`src/hdl/rc_channel_normalizer_defines.svh`:
```
// Assertion macros for the radio-control channel normalizer.
`ifndef RC_CHANNEL_NORMALIZER_DEFINES_SVH
`define RC_CHANNEL_NORMALIZER_DEFINES_SVH

// cond_a in a cycle requires cond_b in the same cycle
`define RCN_ASSERT_IMPLIES(label, cond_a, cond_b) \
  label: assert property (@(posedge clk) disable iff (rst) (cond_a) |-> (cond_b)) \
    else $error("rcn implication check failed");

// cond must never hold
`define RCN_ASSERT_NEVER(label, cond) \
  label: assert property (@(posedge clk) disable iff (rst) !(cond)) \
    else $error("rcn forbidden condition seen");

`endif

```
`src/hdl/rcn_pkg.sv`:
```
// Shared constants and types for the radio-control channel normalizer.
package rcn_pkg;

  localparam int PULSE_BITS_DEFAULT = 12;
  localparam int DB_BITS = 10;
  localparam int TH_BITS = 16;
  localparam int POL_BITS = 3;
  localparam int CFG_DATA_BITS = 16;
  localparam int CFG_INDEX_BITS = 3;
  localparam int QUO_BITS = 16;
  localparam int FRAC_BITS = 15;
  localparam int Q_BITS = 16;
  localparam int SW_POS_BITS = 2;

  localparam logic [CFG_INDEX_BITS-1:0] CFG_MIN_PULSE      = 3'd0;
  localparam logic [CFG_INDEX_BITS-1:0] CFG_MAX_PULSE      = 3'd1;
  localparam logic [CFG_INDEX_BITS-1:0] CFG_CENTER_PULSE   = 3'd2;
  localparam logic [CFG_INDEX_BITS-1:0] CFG_DEADBAND       = 3'd3;
  localparam logic [CFG_INDEX_BITS-1:0] CFG_FAILSAFE_PULSE = 3'd4;
  localparam logic [CFG_INDEX_BITS-1:0] CFG_ON_THRESHOLD   = 3'd5;
  localparam logic [CFG_INDEX_BITS-1:0] CFG_MID_THRESHOLD  = 3'd6;
  localparam logic [CFG_INDEX_BITS-1:0] CFG_POLARITY_FLAGS = 3'd7;

  localparam int RST_MIN_PULSE = 1000;
  localparam int RST_MAX_PULSE = 2000;
  localparam int RST_CENTER_PULSE = 1500;
  localparam logic [DB_BITS-1:0] RST_DEADBAND = '0;
  localparam int RST_FAILSAFE_PULSE = 0;
  localparam logic [TH_BITS-1:0] RST_ON_THRESHOLD = 16'd24576;
  localparam logic [TH_BITS-1:0] RST_MID_THRESHOLD = 16'd8192;
  localparam logic [POL_BITS-1:0] RST_POLARITY = '0;

  localparam int POL_REVERSE = 0;
  localparam int POL_INV_ON = 1;
  localparam int POL_INV_MID = 2;

  localparam logic signed [Q_BITS-1:0] Q_MAX = 16'sh7FFF;
  localparam logic signed [Q_BITS-1:0] Q_MIN = 16'sh8000;

  localparam logic [SW_POS_BITS-1:0] SW_OFF = 2'd0;
  localparam logic [SW_POS_BITS-1:0] SW_MID = 2'd1;
  localparam logic [SW_POS_BITS-1:0] SW_ON  = 2'd2;

  typedef struct packed {
    logic neg;
    logic big;
    logic trip;
  } flags_t;

endpackage

```
`src/hdl/rcn_front.sv`:
```
// Front stages: clamp, failsafe check, dead-zone branch, divisor select and overflow check.
module rcn_front #(
  parameter int PULSE_BITS = rcn_pkg::PULSE_BITS_DEFAULT
) (
  input  logic                                   clk,
  input  logic                                   rst,
  input  logic                                   in_valid,
  output logic                                   in_ready,
  input  logic [PULSE_BITS-1:0]                  raw_pulse,
  input  logic [PULSE_BITS-1:0]                  min_pulse,
  input  logic [PULSE_BITS-1:0]                  max_pulse,
  input  logic [PULSE_BITS-1:0]                  center_pulse,
  input  logic [rcn_pkg::DB_BITS-1:0]            deadband,
  input  logic [PULSE_BITS-1:0]                  failsafe_pulse,
  output logic                                   out_valid,
  input  logic                                   out_ready,
  output logic [PULSE_BITS+rcn_pkg::FRAC_BITS:0] rem,
  output logic [PULSE_BITS-1:0]                  den,
  output rcn_pkg::flags_t                        flags
);

  localparam int SW = PULSE_BITS + 12;

  logic a_valid, b_valid, c_valid;
  logic a_ready, b_ready, c_ready;

  logic [PULSE_BITS-1:0] a_v;
  logic                  a_trip;
  logic [PULSE_BITS-1:0] b_mag;
  logic [PULSE_BITS-1:0] b_den;
  logic                  b_neg;
  logic                  b_trip;

  logic [PULSE_BITS-1:0] v_lo, v_next;
  logic                  trip_next;

  logic signed [SW-1:0] v_s, c_s, d_s, mn_s, mx_s, hi, lo;
  logic signed [SW-1:0] up_num, dn_num, up_den, dn_den, sel_num, sel_den;
  logic                 up, dn, ok;

  assign c_ready = !c_valid || out_ready;
  assign b_ready = !b_valid || c_ready;
  assign a_ready = !a_valid || b_ready;
  assign in_ready = a_ready;

  assign v_lo = (raw_pulse < min_pulse) ? min_pulse : raw_pulse;
  assign v_next = (v_lo > max_pulse) ? max_pulse : v_lo;
  assign trip_next = (failsafe_pulse != '0) &&
                     (((failsafe_pulse < min_pulse) && (raw_pulse < failsafe_pulse)) ||
                      ((failsafe_pulse > max_pulse) && (raw_pulse > failsafe_pulse)));

  assign v_s  = $signed({{(SW-PULSE_BITS){1'b0}}, a_v});
  assign c_s  = $signed({{(SW-PULSE_BITS){1'b0}}, center_pulse});
  assign mn_s = $signed({{(SW-PULSE_BITS){1'b0}}, min_pulse});
  assign mx_s = $signed({{(SW-PULSE_BITS){1'b0}}, max_pulse});
  assign d_s  = $signed({{(SW-rcn_pkg::DB_BITS){1'b0}}, deadband});
  assign hi = c_s + d_s;
  assign lo = c_s - d_s;
  assign up_num = v_s - hi;
  assign dn_num = lo - v_s;
  assign up_den = mx_s - hi;
  assign dn_den = lo - mn_s;
  assign up = up_num > SW'(0);
  assign dn = dn_num > SW'(0);
  assign sel_num = up ? up_num : dn_num;
  assign sel_den = up ? up_den : dn_den;
  assign ok = (up || dn) && (sel_den > SW'(0));

  always_ff @(posedge clk) begin
    if (rst) begin
      a_valid <= 1'b0;
      b_valid <= 1'b0;
      c_valid <= 1'b0;
    end else begin
      if (a_ready) a_valid <= in_valid;
      if (b_ready) b_valid <= a_valid;
      if (c_ready) c_valid <= b_valid;
    end
  end

  always_ff @(posedge clk) begin
    if (a_ready && in_valid) begin
      a_v <= v_next;
      a_trip <= trip_next;
    end
    if (b_ready && a_valid) begin
      b_mag <= ok ? sel_num[PULSE_BITS-1:0] : '0;
      b_den <= ok ? sel_den[PULSE_BITS-1:0] : PULSE_BITS'(1);
      b_neg <= dn;
      b_trip <= a_trip;
    end
    if (c_ready && b_valid) begin
      rem <= {1'b0, b_mag, {rcn_pkg::FRAC_BITS{1'b0}}};
      den <= b_den;
      flags.neg <= b_neg;
      flags.big <= {1'b0, b_mag} >= {b_den, 1'b0};
      flags.trip <= b_trip;
    end
  end

  assign out_valid = c_valid;

endmodule

```
`src/hdl/rcn_div_stage.sv`:
```
// One restoring-division stage: resolves a single quotient bit.
module rcn_div_stage #(
  parameter int PULSE_BITS = rcn_pkg::PULSE_BITS_DEFAULT,
  parameter int SHIFT = 0
) (
  input  logic                                   clk,
  input  logic                                   rst,
  input  logic                                   in_valid,
  output logic                                   in_ready,
  input  logic [PULSE_BITS+rcn_pkg::FRAC_BITS:0] rem_in,
  input  logic [PULSE_BITS-1:0]                  den_in,
  input  logic [rcn_pkg::QUO_BITS-1:0]           quo_in,
  input  rcn_pkg::flags_t                        flags_in,
  output logic                                   out_valid,
  input  logic                                   out_ready,
  output logic [PULSE_BITS+rcn_pkg::FRAC_BITS:0] rem_out,
  output logic [PULSE_BITS-1:0]                  den_out,
  output logic [rcn_pkg::QUO_BITS-1:0]           quo_out,
  output rcn_pkg::flags_t                        flags_out
);

  localparam int RW = PULSE_BITS + rcn_pkg::FRAC_BITS + 1;

  logic [RW-1:0]                 den_sh;
  logic                          ge;
  logic [rcn_pkg::QUO_BITS-1:0]  quo_next;

  assign den_sh = {{(RW-PULSE_BITS){1'b0}}, den_in} << SHIFT;
  assign ge = rem_in >= den_sh;

  always_comb begin
    quo_next = quo_in;
    quo_next[SHIFT] = ge;
  end

  assign in_ready = !out_valid || out_ready;

  always_ff @(posedge clk) begin
    if (rst) begin
      out_valid <= 1'b0;
    end else if (in_ready) begin
      out_valid <= in_valid;
    end
  end

  always_ff @(posedge clk) begin
    if (in_ready && in_valid) begin
      rem_out <= ge ? (rem_in - den_sh) : rem_in;
      den_out <= den_in;
      quo_out <= quo_next;
      flags_out <= flags_in;
    end
  end

endmodule

```
`src/hdl/rcn_back.sv`:
```
// Back stages: sign, reversal, Q1.15 saturation and switch decode.
module rcn_back (
  input  logic                                clk,
  input  logic                                rst,
  input  logic                                in_valid,
  output logic                                in_ready,
  input  logic [rcn_pkg::QUO_BITS-1:0]        quo,
  input  rcn_pkg::flags_t                     flags,
  input  logic [rcn_pkg::TH_BITS-1:0]         on_threshold,
  input  logic [rcn_pkg::TH_BITS-1:0]         mid_threshold,
  input  logic [rcn_pkg::POL_BITS-1:0]        polarity_flags,
  output logic                                out_valid,
  input  logic                                out_ready,
  output logic signed [rcn_pkg::Q_BITS-1:0]   normalized,
  output logic [rcn_pkg::SW_POS_BITS-1:0]     switch_position,
  output logic                                failsafe_trip
);

  logic s_valid, s_ready, o_ready;
  logic signed [rcn_pkg::Q_BITS-1:0] s_q;
  logic s_trip;

  logic neg, sat;
  logic signed [rcn_pkg::Q_BITS-1:0] q_next;
  logic [rcn_pkg::Q_BITS:0] s_ext, t_on, t_mid;
  logic on_hit, mid_hit;
  logic [rcn_pkg::SW_POS_BITS-1:0] pos_next;

  assign neg = flags.neg ^ polarity_flags[rcn_pkg::POL_REVERSE];
  assign sat = flags.big || quo[rcn_pkg::QUO_BITS-1];

  always_comb begin
    if (sat) begin
      q_next = neg ? rcn_pkg::Q_MIN : rcn_pkg::Q_MAX;
    end else if (neg) begin
      q_next = $signed(rcn_pkg::Q_BITS'(~quo + 1'b1));
    end else begin
      q_next = $signed(quo);
    end
  end

  assign s_ext = {1'b0, ~s_q[rcn_pkg::Q_BITS-1], s_q[rcn_pkg::Q_BITS-2:0]};
  assign t_on = {on_threshold, 1'b0};
  assign t_mid = {mid_threshold, 1'b0};
  assign on_hit = polarity_flags[rcn_pkg::POL_INV_ON] ? (s_ext < t_on) : (s_ext > t_on);
  assign mid_hit = polarity_flags[rcn_pkg::POL_INV_MID] ? (s_ext < t_mid) : (s_ext > t_mid);

  always_comb begin
    if (on_hit) begin
      pos_next = rcn_pkg::SW_ON;
    end else if (mid_hit) begin
      pos_next = rcn_pkg::SW_MID;
    end else begin
      pos_next = rcn_pkg::SW_OFF;
    end
  end

  assign o_ready = !out_valid || out_ready;
  assign s_ready = !s_valid || o_ready;
  assign in_ready = s_ready;

  always_ff @(posedge clk) begin
    if (rst) begin
      s_valid <= 1'b0;
      out_valid <= 1'b0;
    end else begin
      if (s_ready) s_valid <= in_valid;
      if (o_ready) out_valid <= s_valid;
    end
  end

  always_ff @(posedge clk) begin
    if (s_ready && in_valid) begin
      s_q <= q_next;
      s_trip <= flags.trip;
    end
    if (o_ready && s_valid) begin
      normalized <= s_q;
      switch_position <= pos_next;
      failsafe_trip <= s_trip;
    end
  end

endmodule

```
`src/hdl/rc_channel_normalizer.sv`:
```
// Top level of the radio-control channel normalizer: registers and pipeline.
//
//   channel  signals                                     direction
//   pulse    pulse_valid, pulse_stall, raw_pulse         in
//   result   result_valid, result_stall, normalized,
//            switch_position, failsafe_trip              out
//   cfg      cfg_valid, cfg_ready, cfg_index, cfg_data   in
//
// One item per cycle while result_stall is low; 3 front stages, 16 divider stages
// (one quotient bit each), 2 back stages.
// Reset clears every stage valid bit and loads the register defaults.
// A stage holds while its successor is full and held; empty stages fill up,
// so pulse_stall rises only once the whole pipeline is full and result is held.
// cfg_ready is always high.
`include "rc_channel_normalizer_defines.svh"

module rc_channel_normalizer #(
  parameter int PULSE_BITS = rcn_pkg::PULSE_BITS_DEFAULT
) (
  input  logic                                  clk,
  input  logic                                  rst,
  input  logic                                  pulse_valid,
  output logic                                  pulse_stall,
  input  logic [PULSE_BITS-1:0]                 raw_pulse,
  output logic                                  result_valid,
  input  logic                                  result_stall,
  output logic signed [rcn_pkg::Q_BITS-1:0]     normalized,
  output logic [rcn_pkg::SW_POS_BITS-1:0]       switch_position,
  output logic                                  failsafe_trip,
  input  logic                                  cfg_valid,
  output logic                                  cfg_ready,
  input  logic [rcn_pkg::CFG_INDEX_BITS-1:0]    cfg_index,
  input  logic [rcn_pkg::CFG_DATA_BITS-1:0]     cfg_data
);

  localparam int RW = PULSE_BITS + rcn_pkg::FRAC_BITS + 1;
  localparam int NQ = rcn_pkg::QUO_BITS;

  logic [PULSE_BITS-1:0]           min_pulse;
  logic [PULSE_BITS-1:0]           max_pulse;
  logic [PULSE_BITS-1:0]           center_pulse;
  logic [rcn_pkg::DB_BITS-1:0]     deadband;
  logic [PULSE_BITS-1:0]           failsafe_pulse;
  logic [rcn_pkg::TH_BITS-1:0]     on_threshold;
  logic [rcn_pkg::TH_BITS-1:0]     mid_threshold;
  logic [rcn_pkg::POL_BITS-1:0]    polarity_flags;

  logic                            front_ready;
  logic                            back_ready;
  logic                            vld_c   [NQ+1];
  logic                            rdy_c   [NQ+1];
  logic [RW-1:0]                   rem_c   [NQ+1];
  logic [PULSE_BITS-1:0]           den_c   [NQ+1];
  logic [NQ-1:0]                   quo_c   [NQ+1];
  rcn_pkg::flags_t                 flags_c [NQ+1];

  assign cfg_ready = 1'b1;

  always_ff @(posedge clk) begin
    if (rst) begin
      min_pulse <= PULSE_BITS'(rcn_pkg::RST_MIN_PULSE);
      max_pulse <= PULSE_BITS'(rcn_pkg::RST_MAX_PULSE);
      center_pulse <= PULSE_BITS'(rcn_pkg::RST_CENTER_PULSE);
      deadband <= rcn_pkg::RST_DEADBAND;
      failsafe_pulse <= PULSE_BITS'(rcn_pkg::RST_FAILSAFE_PULSE);
      on_threshold <= rcn_pkg::RST_ON_THRESHOLD;
      mid_threshold <= rcn_pkg::RST_MID_THRESHOLD;
      polarity_flags <= rcn_pkg::RST_POLARITY;
    end else if (cfg_valid && cfg_ready) begin
      case (cfg_index)
        rcn_pkg::CFG_MIN_PULSE: begin
          min_pulse <= cfg_data[PULSE_BITS-1:0];
        end
        rcn_pkg::CFG_MAX_PULSE: begin
          max_pulse <= cfg_data[PULSE_BITS-1:0];
        end
        rcn_pkg::CFG_CENTER_PULSE: begin
          center_pulse <= cfg_data[PULSE_BITS-1:0];
        end
        rcn_pkg::CFG_DEADBAND: begin
          deadband <= cfg_data[rcn_pkg::DB_BITS-1:0];
        end
        rcn_pkg::CFG_FAILSAFE_PULSE: begin
          failsafe_pulse <= cfg_data[PULSE_BITS-1:0];
        end
        rcn_pkg::CFG_ON_THRESHOLD: begin
          on_threshold <= cfg_data[rcn_pkg::TH_BITS-1:0];
        end
        rcn_pkg::CFG_MID_THRESHOLD: begin
          mid_threshold <= cfg_data[rcn_pkg::TH_BITS-1:0];
        end
        rcn_pkg::CFG_POLARITY_FLAGS: begin
          polarity_flags <= cfg_data[rcn_pkg::POL_BITS-1:0];
        end
        default: begin
        end
      endcase
    end
  end

  assign pulse_stall = !front_ready;

  rcn_front #(
    .PULSE_BITS(PULSE_BITS)
  ) u_front (
    .clk            (clk),
    .rst            (rst),
    .in_valid       (pulse_valid),
    .in_ready       (front_ready),
    .raw_pulse      (raw_pulse),
    .min_pulse      (min_pulse),
    .max_pulse      (max_pulse),
    .center_pulse   (center_pulse),
    .deadband       (deadband),
    .failsafe_pulse (failsafe_pulse),
    .out_valid      (vld_c[0]),
    .out_ready      (rdy_c[0]),
    .rem            (rem_c[0]),
    .den            (den_c[0]),
    .flags          (flags_c[0])
  );

  assign quo_c[0] = '0;

  for (genvar i = 0; i < NQ; i++) begin : g_div
    rcn_div_stage #(
      .PULSE_BITS(PULSE_BITS),
      .SHIFT(NQ - 1 - i)
    ) u_stage (
      .clk       (clk),
      .rst       (rst),
      .in_valid  (vld_c[i]),
      .in_ready  (rdy_c[i]),
      .rem_in    (rem_c[i]),
      .den_in    (den_c[i]),
      .quo_in    (quo_c[i]),
      .flags_in  (flags_c[i]),
      .out_valid (vld_c[i+1]),
      .out_ready (rdy_c[i+1]),
      .rem_out   (rem_c[i+1]),
      .den_out   (den_c[i+1]),
      .quo_out   (quo_c[i+1]),
      .flags_out (flags_c[i+1])
    );
  end

  assign rdy_c[NQ] = back_ready;

  rcn_back u_back (
    .clk             (clk),
    .rst             (rst),
    .in_valid        (vld_c[NQ]),
    .in_ready        (back_ready),
    .quo             (quo_c[NQ]),
    .flags           (flags_c[NQ]),
    .on_threshold    (on_threshold),
    .mid_threshold   (mid_threshold),
    .polarity_flags  (polarity_flags),
    .out_valid       (result_valid),
    .out_ready       (!result_stall),
    .normalized      (normalized),
    .switch_position (switch_position),
    .failsafe_trip   (failsafe_trip)
  );

  `RCN_ASSERT_IMPLIES(a_empty_takes_item, !result_valid, !pulse_stall)
  `RCN_ASSERT_IMPLIES(a_no_trip_when_off, result_valid && (failsafe_pulse == '0), !failsafe_trip)
  `RCN_ASSERT_NEVER(a_switch_code, result_valid && (switch_position == 2'd3))

endmodule

```
`config.mk`:
```
export PLATFORM = sky130hd
export DESIGN_NAME = rc_channel_normalizer
export DESIGN_NICKNAME = d
export VERILOG_FILES = /design/src/hdl/rcn_pkg.sv /design/src/hdl/rcn_front.sv /design/src/hdl/rcn_div_stage.sv /design/src/hdl/rcn_back.sv /design/src/hdl/rc_channel_normalizer.sv
export VERILOG_INCLUDE_DIRS = /design/src /design/src/hdl
export SDC_FILE = /design/constraint.sdc
export NUM_CORES = 2
export LEC_CHECK = 0
export BUFFER_PORTS_ARGS = -buffer_cell sky130_fd_sc_hd__buf_2
export CAP_MARGIN = 30
export CORE_MARGIN = 1
export CORE_UTILIZATION = 35
export DETAILED_ROUTE_END_ITERATION = 6
export SYNTH_ARGS = -nofsm -noshare
export SYNTH_HDL_FRONTEND = slang
export SYNTH_SLANG_ARGS = --single-unit
```
`constraint.sdc`:
```
create_clock -name clk -period 5.6 [get_ports clk]
set_input_delay 0.56 -clock clk [delete_from_list [all_inputs] [get_ports clk]]
set_output_delay 0.56 -clock clk [all_outputs]
set_load 0.1 [all_outputs]
```
# Word-level counts from Yosys, hierarchy flattened
# Index checks and enable logic that the tools add are counted.
word_totals:
  ff_bits: 1000
  romBits: 0
  memories: 0
  out_inout_bits: 22
  latchBits: 0
  ram_bits: 0
  wordCells: 309
  inputBits: 36
op_classes:
  bitwise: 3
  multipliers: 0
  n_reduce_logical: 82
  order_cmp: 30
  n_div: 0
  add_sub_neg: 22
  muxes: 25
  eq_ne: 7
  shift: 0
op_table:
  columns: ["op", "count"]
  rows:
  - ["28-bit two-way mux", 14]
  - ["24-bit by 1-bit > comparator with 1-bit output (second input constant)", 3]
  - ["16-bit two-way mux", 3]
  - ["12-bit > comparator", 3]
  - ["12-bit < comparator", 3]
  - ["12-bit two-way mux", 3]
  - ["16-bit by 17-bit > comparator with 1-bit output", 2]
  - ["16-bit by 17-bit < comparator with 1-bit output", 2]
  - ["28-bit by 12-bit >= comparator with 1-bit output", 1]
  - ["28-bit by 13-bit >= comparator with 1-bit output", 1]
  - ["28-bit by 14-bit >= comparator with 1-bit output", 1]
  - ["28-bit by 15-bit >= comparator with 1-bit output", 1]
  - ["28-bit by 16-bit >= comparator with 1-bit output", 1]
  - ["28-bit by 17-bit >= comparator with 1-bit output", 1]
  - ["28-bit by 18-bit >= comparator with 1-bit output", 1]
  - ["28-bit by 19-bit >= comparator with 1-bit output", 1]
  - ["28-bit by 20-bit >= comparator with 1-bit output", 1]
  - ["28-bit by 21-bit >= comparator with 1-bit output", 1]
  - ["28-bit by 22-bit >= comparator with 1-bit output", 1]
  - ["28-bit by 23-bit >= comparator with 1-bit output", 1]
  - ["28-bit by 24-bit >= comparator with 1-bit output", 1]
  - ["28-bit by 25-bit >= comparator with 1-bit output", 1]
  - ["28-bit by 26-bit >= comparator with 1-bit output", 1]
  - ["13-bit by 13-bit subtractor with 14-bit output", 2]
  - ["37 further kinds", 119]

# Logic depth before layout (Yosys ltp)
depth:
  word_depth: 23
  ltp_mapped: 26
  ltp_nobuf: 24

# Cells and area by module
# A second synthesis with hierarchy kept.
unflattened:
  cells_unflattened: 4817
  area_unflattened_um2: 59568.4
by_module_without_submodules:
  columns: ["mod", "n_inst", "area_each_um2", "cells_each"]
  rows:
  - ["rcn_front", 1, 8074.0, 870]
  - ["rc_channel_normalizer", 1, 3754.9, 352]
  - ["rcn_div_stage at g_div[11].u_stage", 1, 3081.7, 232]
  - ["rcn_div_stage at g_div[14].u_stage", 1, 2986.6, 229]
  - ["rcn_div_stage at g_div[13].u_stage", 1, 2969.1, 232]
  - ["rcn_div_stage at g_div[12].u_stage", 1, 2934.1, 219]
  - ["rcn_div_stage at g_div[8].u_stage", 1, 2889.0, 225]
  - ["rcn_div_stage at g_div[15].u_stage", 1, 2881.5, 231]
  - ["rcn_div_stage at g_div[7].u_stage", 1, 2865.2, 219]
  - ["rcn_div_stage at g_div[9].u_stage", 1, 2860.2, 203]
  - ["rcn_div_stage at g_div[6].u_stage", 1, 2790.2, 197]
  - ["rcn_div_stage at g_div[3].u_stage", 1, 2787.7, 204]
  - ["rcn_div_stage at g_div[10].u_stage", 1, 2777.7, 210]
  - ["rcn_div_stage at g_div[0].u_stage", 1, 2725.1, 185]
  - ["5 more rows", null, null, null]

# Worst setup path after synthesis
# OpenSTA, ideal clock, no wires.
synth_path:
  path_type: "register to register"
  start: "register u_back.out_valid"
  end: "register g_div[13].u_stage.den_out[0], enable pin"
  synth_period_minus_slack_ns: 5.903
  arrival_time_ns: 5.352
  required_ns: 5.048
  path_stages_with_launch: 5
  n_path_buf: 1
  path_slack_ns: -0.303
  path_cell_list: "dfxtp_1 and3_1 and3_1 clkbuf_1 a21boi_0"
synth_via:
  elab_chain_len: 7
synth_lines:
  columns: ["item", "line", "text"]
  rows:
  - ["from (decl)", "rcn_back.sv:12", "output logic out_valid,"]
  - ["from (signal assigned)", "rcn_back.sv:68", "if (o_ready) out_valid <= s_valid;"]
  - ["1-bit logical NOT", "rcn_back.sv:58", "assign o_ready = !out_valid || out_ready;"]
  - ["1-bit logical OR", "rcn_back.sv:58", null]
  - ["1-bit logical OR", "rcn_back.sv:59", "assign s_ready = !s_valid || o_ready;"]
  - ["1-bit logical OR (3 in a row)", "rcn_div_stage.sv:36", "assign in_ready = !out_valid || out_ready;"]
  - ["1-bit logical AND", "rcn_div_stage.sv:47", "if (in_ready && in_valid) begin"]
  - ["to (signal assigned)", "rcn_div_stage.sv:49", "den_out <= den_in;"]
  - ["to (decl)", "rcn_div_stage.sv:17", "output logic [PULSE_BITS-1:0] den_out,"]
# Every way passes these cells.
# A chain may end at the register's enable or synchronous reset.

# Final worst setup path
layout_path:
  start: "register deadband[1] (netlist bit)"
  end: "register u_front.b_mag[5] (data pin)"
layout_via:
  elab_chain_len: 6
  word_cells_on_any_way: 13
  cone_classes: "add/sub: 6; order compare: 3; mux: 2; reduce/logical: 2"
layout_lines:
  columns: ["item", "line", "text"]
  rows:
  - ["from (decl)", "rc_channel_normalizer.sv:42", "logic [rcn_pkg::DB_BITS-1:0] deadband;"]
  - ["from (signal assigned)", "rc_channel_normalizer.sv:64", "deadband <= rcn_pkg::RST_DEADBAND;"]
  - ["from (signal assigned)", "rc_channel_normalizer.sv:81", "deadband <= cfg_data[rcn_pkg::DB_BITS-1:0];"]
  - ["12-bit by 10-bit adder with 13-bit output", "rcn_front.sv:57", "assign hi = c_s + d_s;"]
  - ["12-bit by 13-bit subtractor with 14-bit output", "rcn_front.sv:59", "assign up_num = v_s - hi;"]
  - ["24-bit by 1-bit > comparator with 1-bit output", "rcn_front.sv:63", "assign up = up_num > SW'(0);"]
  - ["24-bit two-way mux", "rcn_front.sv:66", "assign sel_den = up ? up_den : dn_den;"]
  - ["24-bit by 1-bit > comparator with 1-bit output", "rcn_front.sv:67", "assign ok = (up || dn) && (sel_den > SW'(0));"]
  - ["1-bit logical AND", "rcn_front.sv:67", null]
  - ["to (signal assigned)", "rcn_front.sv:87", "b_mag <= ok ? sel_num[PULSE_BITS-1:0] : '0;"]
  - ["to (decl)", "rcn_front.sv:29", "logic [PULSE_BITS-1:0] b_mag;"]
# Parallel ways exist; a longest one is shown, timed or not.

==> out/metrics.yaml <==
crit_path_top_delay_cell: "or4b_1"
grt_start_max_net_pins: 58
synthesis.area_mm2: 0.0467
vias: 30400
rsz0062_at_grt: "false"
ys.flop_type: "edfxtp_1"
p_int_uw: 11400
power_switching_share: 0.225
fillCellCount: 12500
wl_per_cell_um: 15.6
avgSynthCellArea_um2: 11.0
cts_made_buffers: 92
sequentialPowerShare: 0.491
max_slew.worst_pin.slew_ns: 0.995
hpwl_um: 73600
cts_num_sinks: 880
io_pins: 58
drcViolationCount: 0
cpLargestDelayFamily: "compound AO/OA/AOI/OAI gates"
synth_largest_area_cell: "edfxtp_1"
dr.pass1.iters: 7
drive_above_1_share: 0.0864
clock-skew-final_ns: 0.0476
cts_tree: "built"
ant_nets: 0
coreArea_mm2: 0.132
setup_viol: 0
synth_area_leaders: "edfxtp_1, ha_1, dfxtp_1"
slew_violations: 0
synth-edff-count: 766
grt_overflow: 0
critical_path_required_ns: 5.97
die_y_um: 367
crit_top_cell: "a21o_1"
start_util: 0.354
post_cts_buffers: 0
synth_top_area_share: 0.492
yosysSeqAreaShare: 0.541
placementRows: 133
worstSetupPathType: "register to register"
fmax_mhz: 193
track_usage: 0.142
whs_ns: 0.141
instances_no_fill: 6187
slew_headroom: 0.332
maxCapViolations: 0
gp_congestion: 0.894
outcome: "finished clean"
ys_ff_latch: 880
power_leakage_uw: 0.0199
endpoint_kind: "register"
timing.critical_path.buf_inv: 2
power_density_mw_per_mm2: 279
place_inst: 6017
diodes: 0
antenna_found_initial: 0
nNetsFinal: 4761
p_clk_frac: 0.437
synth_cells: 4244
clk_path_buf_depth: 3
yosysUniqueCellTypes: 93
grt_pass1_vias: 29600
finalHoldViolCount: 0
cp_max_fo: 7
hp-class: "primary input to register"
peakVddDrop_mv: 0.199
htree_levels: 3
path_cells: "inv_1, ha_1, a21o_1, a21o_1, a21o_1, nand2_1, a21oi_1, o21ai_0, nand2b_1, xnor2_1, ha_1, or3_1, a2111o_1, or4b_1, a2111oi_0, nor3_2, mux2i_4, buf_4, a211oi_1"
async_flop_share: 0
critPathMaxStageDelay_ns: 0.51
routed_wl_um: 96600
die_x_um: 367
fin_crit_ns: 5.18
drt_iter0_markers: 1718
synthToLayoutAreaGrowth_pct: 12.8
power_frac_comb: 0.072
clk_pin_slew_ns: 0.06
ys_warn_count: 0
root_buffer: "clkbuf_16"
crit_arrival_ns: 5.55
worstSkewPairLatency_ns: 0.68
min_period_over_period: 0.926
viasPerCell: 4.92
grt_pass1_wl_um: 156000
syn_nets: 4648
switchingPower_uw: 3310
dieArea_mm2: 0.135
critPathLaunchType: "register"
place.port_buffers: 56
[flip-flops by register name, indices dropped and copies added, names as in the netlist, 16 cells and up]
name,flops
g_div.u_stage.rem_out,300
on_threshold,16
u_back.normalized,16
g_div.u_stage.out_valid,16
g_div.u_stage.flags_out,48
g_div.u_stage.quo_out,136
u_back.s_q,16
mid_threshold,16
g_div.u_stage.den_out,180
[power by group through the flow]
stage / Sequential, µW / Combinational [µW] / Clock, µW
finish: 7210 / 1060 / 6410
global route: 7210 / 1180 / 6840
CTS: 7210 / 1050 / 6590
detailed placement: 7350 / 1040 / 0
global placement: 7350 / 1030 / 0
floorplan: 7310 / 778 / 0
[cells in the mapped netlist, types with 59 or more instances]
library cell	instances
a21oi_1	263
nor2b_1	68
edfxtp_1	766
a21boi_0	59
nand3_1	68
nor3_1	80
nand2_1	402
xnor2_1	136
inv_1	477
dfxtp_1	114
a21o_1	63
o21ai_0	211
o31ai_1	65
ha_1	347
clkbuf_1	71
xor2_1	99
nor2_1	300
[placed cells by master (no fill, tap or decap), drive strengths merged, types with 54 or more instances in the layout]
| master | instances |
|---|---|
| nor3 | 83 |
| o21ai | 217 |
| clkbuf | 109 |
| nor2b | 69 |
| xnor2 | 138 |
| nand2 | 402 |
| nand2b | 59 |
| a21oi | 268 |
| edfxtp | 766 |
| dfxtp | 114 |
| xor2 | 99 |
| buf | 107 |
| ha | 347 |
| o31ai | 65 |
| a21boi | 59 |
| nor2 | 309 |
| mux2 | 54 |
| inv | 481 |
| a21o | 63 |
| nand3 | 68 |
[worst paths after layout]
path,cells past startpoint,end,from,slack [ns]
setup reg to reg,19,u_front.b_mag[5],deadband[1],0.42
hold / removal,3,mid_threshold[13],cfg_data[13],0.14
setup / recovery,19,u_front.b_mag[5],deadband[1],0.42
hold reg to reg,0,g_div[12].u_stage.flags_out[0],g_div[11].u_stage.flags_out[0],0.40
[worst min-delay path, cell delays in order]
cell      delay [ns]
buf_2           0.10
nand2_1         0.05
nand3b_1        0.07
[layer usage]
layer,up-vias,global-route usage,routed length (µm)
met3,160,0.0240,4090
met4,0,0.0427,2600
met1,14300,0.178,42700
li1,15400,-,-
met2,531,0.247,47300
met5,-,0,0
[final cells by class]
class	instances	area, µm²	area share
clock buffers	109	2400	0.0455
clock inverters	60	823	0.0156
inverters	479	1800	0.0341
multi-input cells	2797	19500	0.370
flip-flops and latches	880	25300	0.480
well taps	1755	2200	0.0417
repair buffers	107	726	0.0138
[kinds of logic (layout without fill, tap and decap cells)]
group                    count (synthesis)  after routing  share of synthesized area
flip-flops                             880            880                      0.541
AND/OR/NAND/NOR                       1237           1237                      0.128
multiplexers                            87             87                     0.0203
other                                    1              1                  0.0000802
buffers and inverters                  567            755                     0.0463
adder cells (fa/ha/maj)                375            375                      0.103
AO/OA/AOI/OAI                          859            859                      0.116
XOR/XNOR                               238            238                     0.0452
[what timing repair did]
| action | CTS | global route |
|---|---|---|
| endpoints found under the hold margin | 0 | 0 |
| hold buffers | 0 | 0 |
| gates resized for setup | 0 | 5 |
| endpoints found under the setup margin | 0 | 13 |
[per-stage QoR]
stage	utilization	instance area [µm²]	setup WS, ns	setup TNS [ns]	total power (µW)
2_1_floorplan	-	46700	0.406	0	8090
3_3_place_gp	0.374	49300	-0.147	-1.60	8380
3_5_place_dp	0.375	49500	0.128	0	8390
4_1_cts	0.399	52700	0.245	0	14900
5_1_grt	0.399	52700	0.0915	0	15200
6_report	0.399	52700	0.417	0	14700
Power figures use the tool's default switching activity.
